File: config.mk
export PLATFORM = sky130hd
export DESIGN_NAME = ec_point_scalar_multiply_flat
export DESIGN_NICKNAME = d
export VERILOG_FILES = /design/src/rtl/core/ecpm_pkg.sv /design/src/rtl/core/ecpm_if.sv /design/src/rtl/core/ecpm_arith.sv /design/src/rtl/core/ec_point_scalar_multiply.sv /design/src/flat_wrapper.sv
export SDC_FILE = /design/constraint.sdc
export NUM_CORES = 2
export LEC_CHECK = 0
export BUFFER_PORTS_ARGS = -buffer_cell sky130_fd_sc_hd__buf_2
export CORE_UTILIZATION = 40
export DETAILED_ROUTE_END_ITERATION = 7
export SLEW_MARGIN = 20
export SYNTH_ARGS = -nofsm -noshare
export SYNTH_HDL_FRONTEND = slang
export SYNTH_SLANG_ARGS = --single-unit
File: constraint.sdc
create_clock -name clock -period 13.4 [get_ports clock]
set_input_delay 0.67 -clock clock [delete_from_list [all_inputs] [get_ports clock]]
set_output_delay 0.67 -clock clock [all_outputs]
set_load 0.05 [all_outputs]
File: src/rtl/core/ecpm_pkg.sv
// Package for the elliptic-curve point multiplier.
// Holds the sequencer state codes, the arithmetic unit command type and register indexes.
// No dependencies.
`default_nettype none

package ecpm_pkg;

   localparam int CSR_IDX_BITS = 2;
   localparam logic [CSR_IDX_BITS-1:0] CSR_COEF_CUBIC  = 2'd0;
   localparam logic [CSR_IDX_BITS-1:0] CSR_COEF_SQUARE = 2'd1;
   localparam logic [CSR_IDX_BITS-1:0] CSR_COEF_LINEAR = 2'd2;
   localparam logic [CSR_IDX_BITS-1:0] CSR_FIELD_PRIME = 2'd3;

   localparam int CUBIC_RESET = 1;
   localparam int PRIME_RESET = 65521;

   typedef enum logic {
      OP_MUL = 1'b0,
      OP_DIV = 1'b1
   } op_type;

   typedef struct packed {
      logic   start;
      op_type op;
   } cmd_type;

   typedef enum logic [22:0] {
      ST_IDLE     = 23'h000001,
      ST_WAIT     = 23'h000002,
      ST_RED_PY   = 23'h000004,
      ST_RED_A    = 23'h000008,
      ST_RED_B    = 23'h000010,
      ST_RED_C    = 23'h000020,
      ST_PREP     = 23'h000040,
      ST_INV_TEST = 23'h000080,
      ST_INV_Q    = 23'h000100,
      ST_INV_T    = 23'h000200,
      ST_INVA     = 23'h000400,
      ST_LOOP     = 23'h000800,
      ST_TAN1     = 23'h001000,
      ST_TAN2     = 23'h002000,
      ST_TAN3     = 23'h004000,
      ST_TAN4     = 23'h008000,
      ST_TAN5     = 23'h010000,
      ST_CHORD    = 23'h020000,
      ST_SLOPE    = 23'h040000,
      ST_XR1      = 23'h080000,
      ST_XR2      = 23'h100000,
      ST_XR3      = 23'h200000,
      ST_DONE     = 23'h400000
   } state_type;

endpackage

`default_nettype wire

File: src/rtl/core/ecpm_if.sv
// Handshake interfaces for the point multiplier's request and response words.
// Depends on nothing; widths come from parameters.
`default_nettype none

interface ecpm_req_if #(
   parameter int FIELD_BITS  = 16,
   parameter int SCALAR_BITS = 16
);
   logic                   valid;
   logic                   ready;
   logic [FIELD_BITS-1:0]  base_x;
   logic [FIELD_BITS-1:0]  base_y;
   logic [SCALAR_BITS-1:0] scalar;

   modport source (output valid, base_x, base_y, scalar, input ready);
   modport sink   (input valid, base_x, base_y, scalar, output ready);
endinterface

interface ecpm_rsp_if #(
   parameter int FIELD_BITS = 16
);
   logic                  valid;
   logic                  ready;
   logic [FIELD_BITS-1:0] result_x;
   logic [FIELD_BITS-1:0] result_y;
   logic                  at_infinity;

   modport source (output valid, result_x, result_y, at_infinity, input ready);
   modport sink   (input valid, result_x, result_y, at_infinity, output ready);
endinterface

`default_nettype wire

File: src/rtl/core/ecpm_arith.sv
// Shared bit-serial arithmetic unit: modular multiply and integer divide.
// One bit per cycle. Uses ecpm_pkg.
`default_nettype none

module ecpm_arith
   import ecpm_pkg::*;
#(
   parameter int FIELD_BITS = 16
) (
   input  wire logic                  clock,
   input  wire logic                  reset,
   input  wire cmd_type               cmd,
   input  wire logic [FIELD_BITS-1:0] opx,
   input  wire logic [FIELD_BITS-1:0] opy,
   input  wire logic [FIELD_BITS-1:0] modulus,
   output logic                       done,
   output logic [FIELD_BITS-1:0]      quo,
   output logic [FIELD_BITS-1:0]      rem
);

   localparam int CNT_BITS = $clog2(FIELD_BITS + 1);

   logic                  busy_ff, busy_in;
   logic                  done_ff, done_in;
   op_type                op_ff, op_in;
   logic [CNT_BITS-1:0]   cnt_ff, cnt_in;
   logic [FIELD_BITS-1:0] x_ff, x_in;
   logic [FIELD_BITS-1:0] y_ff, y_in;
   logic [FIELD_BITS-1:0] acc_ff, acc_in;

   logic                  bit_top;
   logic [FIELD_BITS:0]   dbl, dbl_red, sum;
   logic [FIELD_BITS:0]   shr;

   always_comb begin
      bit_top = x_ff[FIELD_BITS-1];
      // Multiply: acc = 2*acc + bit*y, kept below the modulus.
      dbl     = {acc_ff, 1'b0};
      dbl_red = (dbl >= {1'b0, modulus}) ? dbl - {1'b0, modulus} : dbl;
      sum     = dbl_red + (bit_top ? {1'b0, y_ff} : '0);
      if (sum >= {1'b0, modulus}) begin
         sum = sum - {1'b0, modulus};
      end
      // Divide: restoring step, quotient bits enter x from the bottom.
      shr = {acc_ff, bit_top};

      busy_in = busy_ff;
      done_in = 1'b0;
      op_in   = op_ff;
      cnt_in  = cnt_ff;
      x_in    = x_ff;
      y_in    = y_ff;
      acc_in  = acc_ff;
      if (cmd.start) begin
         busy_in = 1'b1;
         op_in   = cmd.op;
         cnt_in  = CNT_BITS'(FIELD_BITS);
         x_in    = opx;
         y_in    = opy;
         acc_in  = '0;
      end else if (busy_ff) begin
         cnt_in = cnt_ff - 1'b1;
         if (cnt_ff == CNT_BITS'(1)) begin
            busy_in = 1'b0;
            done_in = 1'b1;
         end
         if (op_ff == OP_MUL) begin
            acc_in = sum[FIELD_BITS-1:0];
            x_in   = {x_ff[FIELD_BITS-2:0], 1'b0};
         end else if (shr >= {1'b0, y_ff}) begin
            acc_in = FIELD_BITS'(shr - {1'b0, y_ff});
            x_in   = {x_ff[FIELD_BITS-2:0], 1'b1};
         end else begin
            acc_in = shr[FIELD_BITS-1:0];
            x_in   = {x_ff[FIELD_BITS-2:0], 1'b0};
         end
      end
   end

   always_ff @(posedge clock) begin
      if (reset) begin
         busy_ff <= 1'b0;
         done_ff <= 1'b0;
      end else begin
         busy_ff <= busy_in;
         done_ff <= done_in;
      end
      op_ff  <= op_in;
      cnt_ff <= cnt_in;
      x_ff   <= x_in;
      y_ff   <= y_in;
      acc_ff <= acc_in;
   end

   assign done = done_ff;
   assign quo  = x_ff;
   assign rem  = acc_ff;

endmodule

`default_nettype wire

File: src/rtl/core/ec_point_scalar_multiply.sv
// Elliptic-curve scalar multiplier, affine coordinates over the integers modulo field_prime.
// A request word (base_x, base_y, scalar) yields one response word holding scalar times the
// base point, formed by repeated point addition; scalars of 0 and 1 return the base point.
// Every operation runs through one bit-serial modular multiply/divide unit. Setup takes
// five divides plus one inversion. A chord addition takes four multiplies and a
// tangent addition eight, each plus one extended-Euclid inversion of up to about
// 1.5*FIELD_BITS steps, each step a divide and a multiply. A step into or out of
// infinity uses no arithmetic operation. There are (scalar-1) such steps per word.
// The block takes one word at a time and is not ready while busy. Uses ecpm_pkg,
// ecpm_if and ecpm_arith.
`default_nettype none

module ec_point_scalar_multiply
   import ecpm_pkg::*;
#(
   parameter int FIELD_BITS  = 16,
   parameter int SCALAR_BITS = 16
) (
   input  wire logic                    clock,
   input  wire logic                    reset,
   ecpm_req_if.sink                     req_chan,
   ecpm_rsp_if.source                   rsp_chan,
   input  wire logic                    csr_we,
   input  wire logic [CSR_IDX_BITS-1:0] csr_index,
   input  wire logic [FIELD_BITS-1:0]   csr_wdata
);

   typedef logic [FIELD_BITS-1:0] fe_type;

   state_type state_ff, state_in, after_ff, after_in, ret_ff, ret_in;
   fe_type cfa_ff, cfb_ff, cfc_ff, prime_ff;
   fe_type px_ff, px_in, py_ff, py_in, qx_ff, qx_in, qy_ff, qy_in;
   fe_type a_ff, a_in, b_ff, b_in, c_ff, c_in, a3_ff, a3_in, b2_ff, b2_in;
   fe_type inva_ff, inva_in, m_ff, m_in, s_ff, s_in, inv_ff, inv_in;
   fe_type r0_ff, r0_in, r1_ff, r1_in, t0_ff, t0_in, t1_ff, t1_in;
   fe_type ox_ff, ox_in, oy_ff, oy_in;
   logic   qinf_ff, qinf_in, oinf_ff, oinf_in;
   logic [SCALAR_BITS-1:0] n_ff, n_in;

   cmd_type cmd;
   fe_type  opx, opy, alu_quo, alu_rem, inv2, rx;
   logic    alu_done;

   function automatic fe_type mod_add(fe_type x, fe_type y, fe_type p);
      logic [FIELD_BITS:0] s;
      s = {1'b0, x} + {1'b0, y};
      if (s >= {1'b0, p}) begin
         s = s - {1'b0, p};
      end
      return s[FIELD_BITS-1:0];
   endfunction

   function automatic fe_type mod_sub(fe_type x, fe_type y, fe_type p);
      fe_type d;
      d = x - y;
      if (x < y) begin
         d = d + p;
      end
      return d;
   endfunction

   ecpm_arith #(.FIELD_BITS(FIELD_BITS)) u_arith (
      .clock   (clock),
      .reset   (reset),
      .cmd     (cmd),
      .opx     (opx),
      .opy     (opy),
      .modulus (prime_ff),
      .done    (alu_done),
      .quo     (alu_quo),
      .rem     (alu_rem)
   );

   always_ff @(posedge clock) begin
      if (reset) begin
         cfa_ff   <= FIELD_BITS'(CUBIC_RESET);
         cfb_ff   <= '0;
         cfc_ff   <= '0;
         prime_ff <= FIELD_BITS'(PRIME_RESET);
      end else if (csr_we) begin
         unique case (csr_index)
            CSR_COEF_CUBIC:  cfa_ff   <= csr_wdata;
            CSR_COEF_SQUARE: cfb_ff   <= csr_wdata;
            CSR_COEF_LINEAR: cfc_ff   <= csr_wdata;
            CSR_FIELD_PRIME: prime_ff <= csr_wdata;
            default: ;
         endcase
      end
   end

   // The inverse of two exists only for an odd modulus, where it is (p+1)/2.
   assign inv2 = prime_ff[0] ? FIELD_BITS'(({1'b0, prime_ff} + 1'b1) >> 1) : '0;
   assign rx   = mod_sub(mod_sub(alu_rem, px_ff, prime_ff), qx_ff, prime_ff);

   always_comb begin
      state_in = state_ff;
      after_in = after_ff;
      ret_in   = ret_ff;
      px_in = px_ff;  py_in = py_ff;  qx_in = qx_ff;  qy_in = qy_ff;
      a_in  = a_ff;   b_in  = b_ff;   c_in  = c_ff;   a3_in = a3_ff;  b2_in = b2_ff;
      inva_in = inva_ff;  m_in = m_ff;  s_in = s_ff;  inv_in = inv_ff;
      r0_in = r0_ff;  r1_in = r1_ff;  t0_in = t0_ff;  t1_in = t1_ff;
      ox_in = ox_ff;  oy_in = oy_ff;  oinf_in = oinf_ff;
      qinf_in = qinf_ff;  n_in = n_ff;
      cmd.start = 1'b0;
      cmd.op    = OP_MUL;
      opx = '0;
      opy = '0;

      unique case (state_ff)
         ST_IDLE: begin
            if (req_chan.valid) begin
               n_in  = req_chan.scalar;
               py_in = req_chan.base_y;
               if (prime_ff < FIELD_BITS'(2)) begin
                  ox_in    = req_chan.base_x;
                  oy_in    = req_chan.base_y;
                  oinf_in  = 1'b0;
                  state_in = ST_DONE;
               end else begin
                  cmd = '{start: 1'b1, op: OP_DIV};
                  opx = req_chan.base_x;
                  opy = prime_ff;
                  after_in = ST_RED_PY;
                  state_in = ST_WAIT;
               end
            end
         end
         ST_WAIT: begin
            if (alu_done) begin
               state_in = after_ff;
            end
         end
         ST_RED_PY: begin
            px_in = alu_rem;
            cmd = '{start: 1'b1, op: OP_DIV};
            opx = py_ff;
            opy = prime_ff;
            after_in = ST_RED_A;
            state_in = ST_WAIT;
         end
         ST_RED_A: begin
            py_in = alu_rem;
            cmd = '{start: 1'b1, op: OP_DIV};
            opx = cfa_ff;
            opy = prime_ff;
            after_in = ST_RED_B;
            state_in = ST_WAIT;
         end
         ST_RED_B: begin
            a_in = alu_rem;
            cmd = '{start: 1'b1, op: OP_DIV};
            opx = cfb_ff;
            opy = prime_ff;
            after_in = ST_RED_C;
            state_in = ST_WAIT;
         end
         ST_RED_C: begin
            b_in = alu_rem;
            cmd = '{start: 1'b1, op: OP_DIV};
            opx = cfc_ff;
            opy = prime_ff;
            after_in = ST_PREP;
            state_in = ST_WAIT;
         end
         ST_PREP: begin
            c_in  = alu_rem;
            a3_in = mod_add(mod_add(a_ff, a_ff, prime_ff), a_ff, prime_ff);
            b2_in = mod_add(b_ff, b_ff, prime_ff);
            qx_in = px_ff;
            qy_in = py_ff;
            qinf_in = 1'b0;
            r0_in = prime_ff;
            r1_in = a_ff;
            t0_in = '0;
            t1_in = FIELD_BITS'(1);
            ret_in   = ST_INVA;
            state_in = ST_INV_TEST;
         end
         // Extended Euclid with the cofactor kept reduced modulo p.
         ST_INV_TEST: begin
            if (r1_ff == '0) begin
               inv_in   = (r0_ff == FIELD_BITS'(1)) ? t0_ff : '0;
               state_in = ret_ff;
            end else begin
               cmd = '{start: 1'b1, op: OP_DIV};
               opx = r0_ff;
               opy = r1_ff;
               after_in = ST_INV_Q;
               state_in = ST_WAIT;
            end
         end
         ST_INV_Q: begin
            s_in = alu_rem;
            cmd = '{start: 1'b1, op: OP_MUL};
            opx = alu_quo;
            opy = t1_ff;
            after_in = ST_INV_T;
            state_in = ST_WAIT;
         end
         ST_INV_T: begin
            r0_in = r1_ff;
            r1_in = s_ff;
            t0_in = t1_ff;
            t1_in = mod_sub(t0_ff, alu_rem, prime_ff);
            state_in = ST_INV_TEST;
         end
         ST_INVA: begin
            inva_in  = inv_ff;
            state_in = ST_LOOP;
         end
         ST_LOOP: begin
            if (n_ff <= SCALAR_BITS'(1)) begin
               ox_in    = qx_ff;
               oy_in    = qy_ff;
               oinf_in  = qinf_ff;
               state_in = ST_DONE;
            end else begin
               n_in = n_ff - 1'b1;
               if (qinf_ff) begin
                  qx_in = px_ff;
                  qy_in = py_ff;
                  qinf_in = 1'b0;
               end else if (px_ff == qx_ff && (py_ff != qy_ff || py_ff == '0)) begin
                  qx_in = '0;
                  qy_in = '0;
                  qinf_in = 1'b1;
               end else if (px_ff == qx_ff) begin
                  cmd = '{start: 1'b1, op: OP_MUL};
                  opx = px_ff;
                  opy = px_ff;
                  after_in = ST_TAN1;
                  state_in = ST_WAIT;
               end else begin
                  r0_in = prime_ff;
                  r1_in = mod_sub(qx_ff, px_ff, prime_ff);
                  t0_in = '0;
                  t1_in = FIELD_BITS'(1);
                  ret_in   = ST_CHORD;
                  state_in = ST_INV_TEST;
               end
            end
         end
         ST_TAN1: begin
            cmd = '{start: 1'b1, op: OP_MUL};
            opx = alu_rem;
            opy = a3_ff;
            after_in = ST_TAN2;
            state_in = ST_WAIT;
         end
         ST_TAN2: begin
            s_in = alu_rem;
            cmd = '{start: 1'b1, op: OP_MUL};
            opx = px_ff;
            opy = b2_ff;
            after_in = ST_TAN3;
            state_in = ST_WAIT;
         end
         ST_TAN3: begin
            cmd = '{start: 1'b1, op: OP_MUL};
            opx = mod_add(mod_add(s_ff, alu_rem, prime_ff), c_ff, prime_ff);
            opy = inv2;
            after_in = ST_TAN4;
            state_in = ST_WAIT;
         end
         ST_TAN4: begin
            m_in  = alu_rem;
            r0_in = prime_ff;
            r1_in = py_ff;
            t0_in = '0;
            t1_in = FIELD_BITS'(1);
            ret_in   = ST_TAN5;
            state_in = ST_INV_TEST;
         end
         ST_TAN5: begin
            cmd = '{start: 1'b1, op: OP_MUL};
            opx = m_ff;
            opy = inv_ff;
            after_in = ST_SLOPE;
            state_in = ST_WAIT;
         end
         ST_CHORD: begin
            cmd = '{start: 1'b1, op: OP_MUL};
            opx = mod_sub(qy_ff, py_ff, prime_ff);
            opy = inv_ff;
            after_in = ST_SLOPE;
            state_in = ST_WAIT;
         end
         ST_SLOPE: begin
            m_in = alu_rem;
            cmd = '{start: 1'b1, op: OP_MUL};
            opx = alu_rem;
            opy = alu_rem;
            after_in = ST_XR1;
            state_in = ST_WAIT;
         end
         ST_XR1: begin
            cmd = '{start: 1'b1, op: OP_MUL};
            opx = mod_sub(alu_rem, b_ff, prime_ff);
            opy = inva_ff;
            after_in = ST_XR2;
            state_in = ST_WAIT;
         end
         ST_XR2: begin
            s_in = rx;
            cmd = '{start: 1'b1, op: OP_MUL};
            opx = mod_sub(px_ff, rx, prime_ff);
            opy = m_ff;
            after_in = ST_XR3;
            state_in = ST_WAIT;
         end
         ST_XR3: begin
            qx_in = s_ff;
            qy_in = mod_sub(alu_rem, py_ff, prime_ff);
            state_in = ST_LOOP;
         end
         ST_DONE: begin
            if (rsp_chan.ready) begin
               state_in = ST_IDLE;
            end
         end
         default: state_in = ST_IDLE;
      endcase
   end

   always_ff @(posedge clock) begin
      if (reset) begin
         state_ff <= ST_IDLE;
      end else begin
         state_ff <= state_in;
      end
      after_ff <= after_in;
      ret_ff   <= ret_in;
      px_ff <= px_in;  py_ff <= py_in;  qx_ff <= qx_in;  qy_ff <= qy_in;
      a_ff  <= a_in;   b_ff  <= b_in;   c_ff  <= c_in;   a3_ff <= a3_in;  b2_ff <= b2_in;
      inva_ff <= inva_in;  m_ff <= m_in;  s_ff <= s_in;  inv_ff <= inv_in;
      r0_ff <= r0_in;  r1_ff <= r1_in;  t0_ff <= t0_in;  t1_ff <= t1_in;
      ox_ff <= ox_in;  oy_ff <= oy_in;  oinf_ff <= oinf_in;
      qinf_ff <= qinf_in;  n_ff <= n_in;
   end

   assign req_chan.ready       = (state_ff == ST_IDLE);
   assign rsp_chan.valid       = (state_ff == ST_DONE);
   assign rsp_chan.result_x    = ox_ff;
   assign rsp_chan.result_y    = oy_ff;
   assign rsp_chan.at_infinity = oinf_ff;

endmodule

`default_nettype wire

File: src/flat_wrapper.sv
// flat-port wrapper written by rule: the top's interface ports become plain ports
module ec_point_scalar_multiply_flat import ecpm_pkg::*;
#(
   parameter int FIELD_BITS  = 16,
   parameter int SCALAR_BITS = 16
)
  (clock, reset, csr_we, csr_index, csr_wdata, req_chan_valid, req_chan_base_x, req_chan_base_y, req_chan_scalar, req_chan_ready, rsp_chan_valid, rsp_chan_result_x, rsp_chan_result_y, rsp_chan_at_infinity, rsp_chan_ready);
  ecpm_req_if #(.FIELD_BITS(FIELD_BITS), .SCALAR_BITS(SCALAR_BITS)) req_chan_i ();
  ecpm_rsp_if #(.FIELD_BITS(FIELD_BITS)) rsp_chan_i ();
  input  wire logic clock;
  input  wire logic reset;
  input  wire logic csr_we;
  input  wire logic [CSR_IDX_BITS-1:0] csr_index;
  input  wire logic [FIELD_BITS-1:0] csr_wdata;
  input wire logic [$bits(req_chan_i.valid)-1:0] req_chan_valid;
  input wire logic [$bits(req_chan_i.base_x)-1:0] req_chan_base_x;
  input wire logic [$bits(req_chan_i.base_y)-1:0] req_chan_base_y;
  input wire logic [$bits(req_chan_i.scalar)-1:0] req_chan_scalar;
  output wire logic [$bits(req_chan_i.ready)-1:0] req_chan_ready;
  output wire logic [$bits(rsp_chan_i.valid)-1:0] rsp_chan_valid;
  output wire logic [$bits(rsp_chan_i.result_x)-1:0] rsp_chan_result_x;
  output wire logic [$bits(rsp_chan_i.result_y)-1:0] rsp_chan_result_y;
  output wire logic [$bits(rsp_chan_i.at_infinity)-1:0] rsp_chan_at_infinity;
  input wire logic [$bits(rsp_chan_i.ready)-1:0] rsp_chan_ready;
  assign req_chan_i.valid = req_chan_valid;
  assign req_chan_i.base_x = req_chan_base_x;
  assign req_chan_i.base_y = req_chan_base_y;
  assign req_chan_i.scalar = req_chan_scalar;
  assign req_chan_ready = req_chan_i.ready;
  assign rsp_chan_valid = rsp_chan_i.valid;
  assign rsp_chan_result_x = rsp_chan_i.result_x;
  assign rsp_chan_result_y = rsp_chan_i.result_y;
  assign rsp_chan_at_infinity = rsp_chan_i.at_infinity;
  assign rsp_chan_i.ready = rsp_chan_ready;
  ec_point_scalar_multiply #(.FIELD_BITS(FIELD_BITS), .SCALAR_BITS(SCALAR_BITS)) u_core (.clock(clock), .reset(reset), .req_chan(req_chan_i), .rsp_chan(rsp_chan_i), .csr_we(csr_we), .csr_index(csr_index), .csr_wdata(csr_wdata));
endmodule
==> metrics.txt <==
ys flop type=edfxtp_1; Slew Viols, Final=0; DR iter-0 viols=~5600; reg2reg setup slack=1.86 ns; GRT overflow=0; CP endpoint=u_core.u_arith.quo[15]$_DFFE_PP_; Adder-Cell Fraction of Synth Area=0.147; sequential area share after synthesis=0.320; Worst-Skew Late Latency=0.72 ns; Critical Path Start=u_core.px_ff[1]$_DFFE_PP_; final hold violations=0; fraction of layout cells with a size suffix above 1=0.0966; fmax=0.0866 GHz; H-tree depth=2; Async SR Flop Fraction=0; EDFF count, synth=roughly 370; initial antenna violation count=18; Period minus WS final=roughly 12 ns; CTS tree=done; kind of start point of the critical path=flip-flop; worst-margin pin slew=roughly 1.2 ns; CP max stage cell=o41ai_1; max_slew headroom=0.205; Reg2Reg Depth=41; routability congestion estimate=approximately 1.1; Synth Area in Compound Gates=0.216; setup violators final=0; Resize count post-CTS=0; largest register by flop count=u_core.state_ff; first-pass GRT wire length=between 200 and 300 mm; DRC Markers=1; Core ar.=approximately 100000 sq um; status=complete, but fails checks; peak per-stage delay on the critical path=between 0.6 and 0.7 ns; Yosys cell types=around 100; Post-layout nets=5444; Syn Nets=between 5000 and 6000; Multi-input gate area=27000 sq um; count leader, synth=nand2_1; Post-synth top cells=534 x nand2_1, 446 x ha_1, 391 x nor2_1, 373 x edfxtp_1, 369 x a21oi_1; CTS Buffer Depth=3; failing checks=DRC; worst path arrival time=approximately 12 ns; top cell type's share of synthesized area=0.267; Synth Area in Simple Gates=0.172; CP Max Fanout=25; via count=a little under 40000; num rows=between 100 and 150; port bufs=105; clk sink count=about 480; largest net degree at the start of global routing=~70; cts bufs inserted=60; largest family of logic cells by synthesized area=compound AO/OA/AOI/OAI gates; Cell Area, Synth=~42000 sq um; cell count after synthesis=4756; Post-CTS Hold Buffers=0; die area=106000 sq um; clk_skew=~0.057 ns; Worst R2R Start=u_core.px_ff[1]$_DFFE_PP_; Layout fillers=about 10000; register area=approximately 13000 sq um; setup bufs post-CTS=0; total track usage=0.340; Die H=between 300 and 400 microns; final wirelength=approximately 190 mm; vias in the first global route=36018; detailed-route wire length per cell=29.3 microns; post-synth top area cell=edfxtp_1; Synth Register Bits=about 480; Synth area leaders=edfxtp_1 27%, ha_1 13%, xnor2_1 5.5%, dfxtp_1 5.3%, nand2_1 4.8%; worst hold path type=primary input to flip-flop; routed vias/inst=between 6 and 7; root buffer selected by CTS=clkbuf_16; mux cell area share after synthesis=0.0319; RSZ-0062 raised after global routing=false; Mean Syn Cell Area=8.81 sq um; Buf+Inv Stages, Crit Path=1; clock slew seen by the registers of the worst setup and hold paths=0.07 ns; Crit. path cell count=just over 40; WS Path Type=flip-flop to flip-flop; Largest register FFs=23; crit path capture type=flip-flop; ratio of final minimum period to clock period=0.861; Die Wd=between 300 and 400 microns; Worst Path Required=between 10 and 15 ns; first drt pass iteration count=8; synth warn=0; hpwl dp=around 140 mm; Synth Area in XOR/XNOR=0.0735; total negative slack=0 ns; top cell family by delay on the critical path=compound AO/OA/AOI/OAI gates; Final ANT Viol Nets=0; reg-to-reg endpoint=u_core.u_arith.quo[15]$_DFFE_PP_; # IOs=around 110; Area Overhead vs Synth=11.3%; max-cap viol count=0; Initial Utilization=0.404
## metal layers
metal | track usage | share of wire | wire, microns | vias up
li1 | - | - | - | 17842
met1 | 0.429 | 0.39 | 71600 | 18623
met2 | 0.498 | 0.41 | 75900 | 2158
met3 | 0.0976 | 0.12 | 22000 | 625
met4 | 0.240 | 0.087 | 16200 | 20
met5 | 0 | 0.00075 | 139 | -
## placed cells by master (no fill, tap or decap), types with 65 or more instances in the layout
cell type and count:
nand2_1 534, ha_1 446, nor2_1 390, edfxtp_1 373, a21oi_1 365, o21ai_0 287, inv_1 283, xnor2_1 262
buf_4 121, dfxtp_1 109, buf_2 105, a21o_1 100, xor2_1 87, nor3_1 85, and2_1 74, nand3_1 74
nor2b_1 65, o21a_1 65
## logic make-up after synthesis
| logic type | Yosys count |
|---|---|
| fa+ha+maj | 475 |
| flops | 483 |
| mux | 125 |
| compound gates | 1373 |
| simple gates | 1516 |
| buf+inv | 434 |
| xor+xnor | 350 |
## worst min-delay path by stage
stage / from / end / slack (ns) / cells past startpoint
3_5_place_dp: u_core.after_ff[8]$_SDFFCE_PP0P_ / u_core.state_ff[8]$_SDFFE_PP0P_ / 0.43 / 1
4_1_cts: csr_wdata[15] / u_core.prime_ff[15]$_SDFFE_PP1P_ / 0.20 / 2
6_report: csr_wdata[15] / u_core.prime_ff[15]$_SDFFE_PP1P_ / 0.22 / 2
3_3_place_gp: u_core.after_ff[8]$_SDFFCE_PP0P_ / u_core.state_ff[8]$_SDFFE_PP0P_ / 0.42 / 1
5_1_grt: csr_wdata[15] / u_core.prime_ff[15]$_SDFFE_PP1P_ / 0.22 / 2
2_1_floorplan: u_core.ret_ff[10]$_DFFE_PP_ / u_core.state_ff[10]$_SDFFE_PP0P_ / 0.42 / 1
## per-stage QoR
| stage | hold WS, ns | instance area, sq um | worst slack, ns | cells | utilization |
|---|---|---|---|---|---|
| after floorplan | 0.420 | 41900 | 3.36 | 4756 | - |
| after global placement | 0.423 | 44600 | 2.12 | 6217 | 0.430 |
| after detailed placement | 0.425 | 44600 | 2.13 | 6217 | 0.430 |
| after CTS | 0.204 | 46700 | 2.05 | 6330 | 0.450 |
| after global routing | 0.220 | 46700 | 0.924 | 6330 | 0.450 |
| final | 0.222 | 46700 | 1.86 | 6332 | 0.450 |
## layout make-up
type                            count  share of cell area
Antenna cell                        2            0.000107
Clock buffer                       86              0.0364
Clock inverter                     27             0.00743
Inverter                          289              0.0232
Multi-Input combinational cell   3839               0.578
Sequential cell                   483               0.287
Tap cell                         1380              0.0370
Timing Repair Buffer              226              0.0307
Power is left out: the tool's default activity adds up to more than one toggle a clock period on the data nets, which glitch-free logic cannot reach.
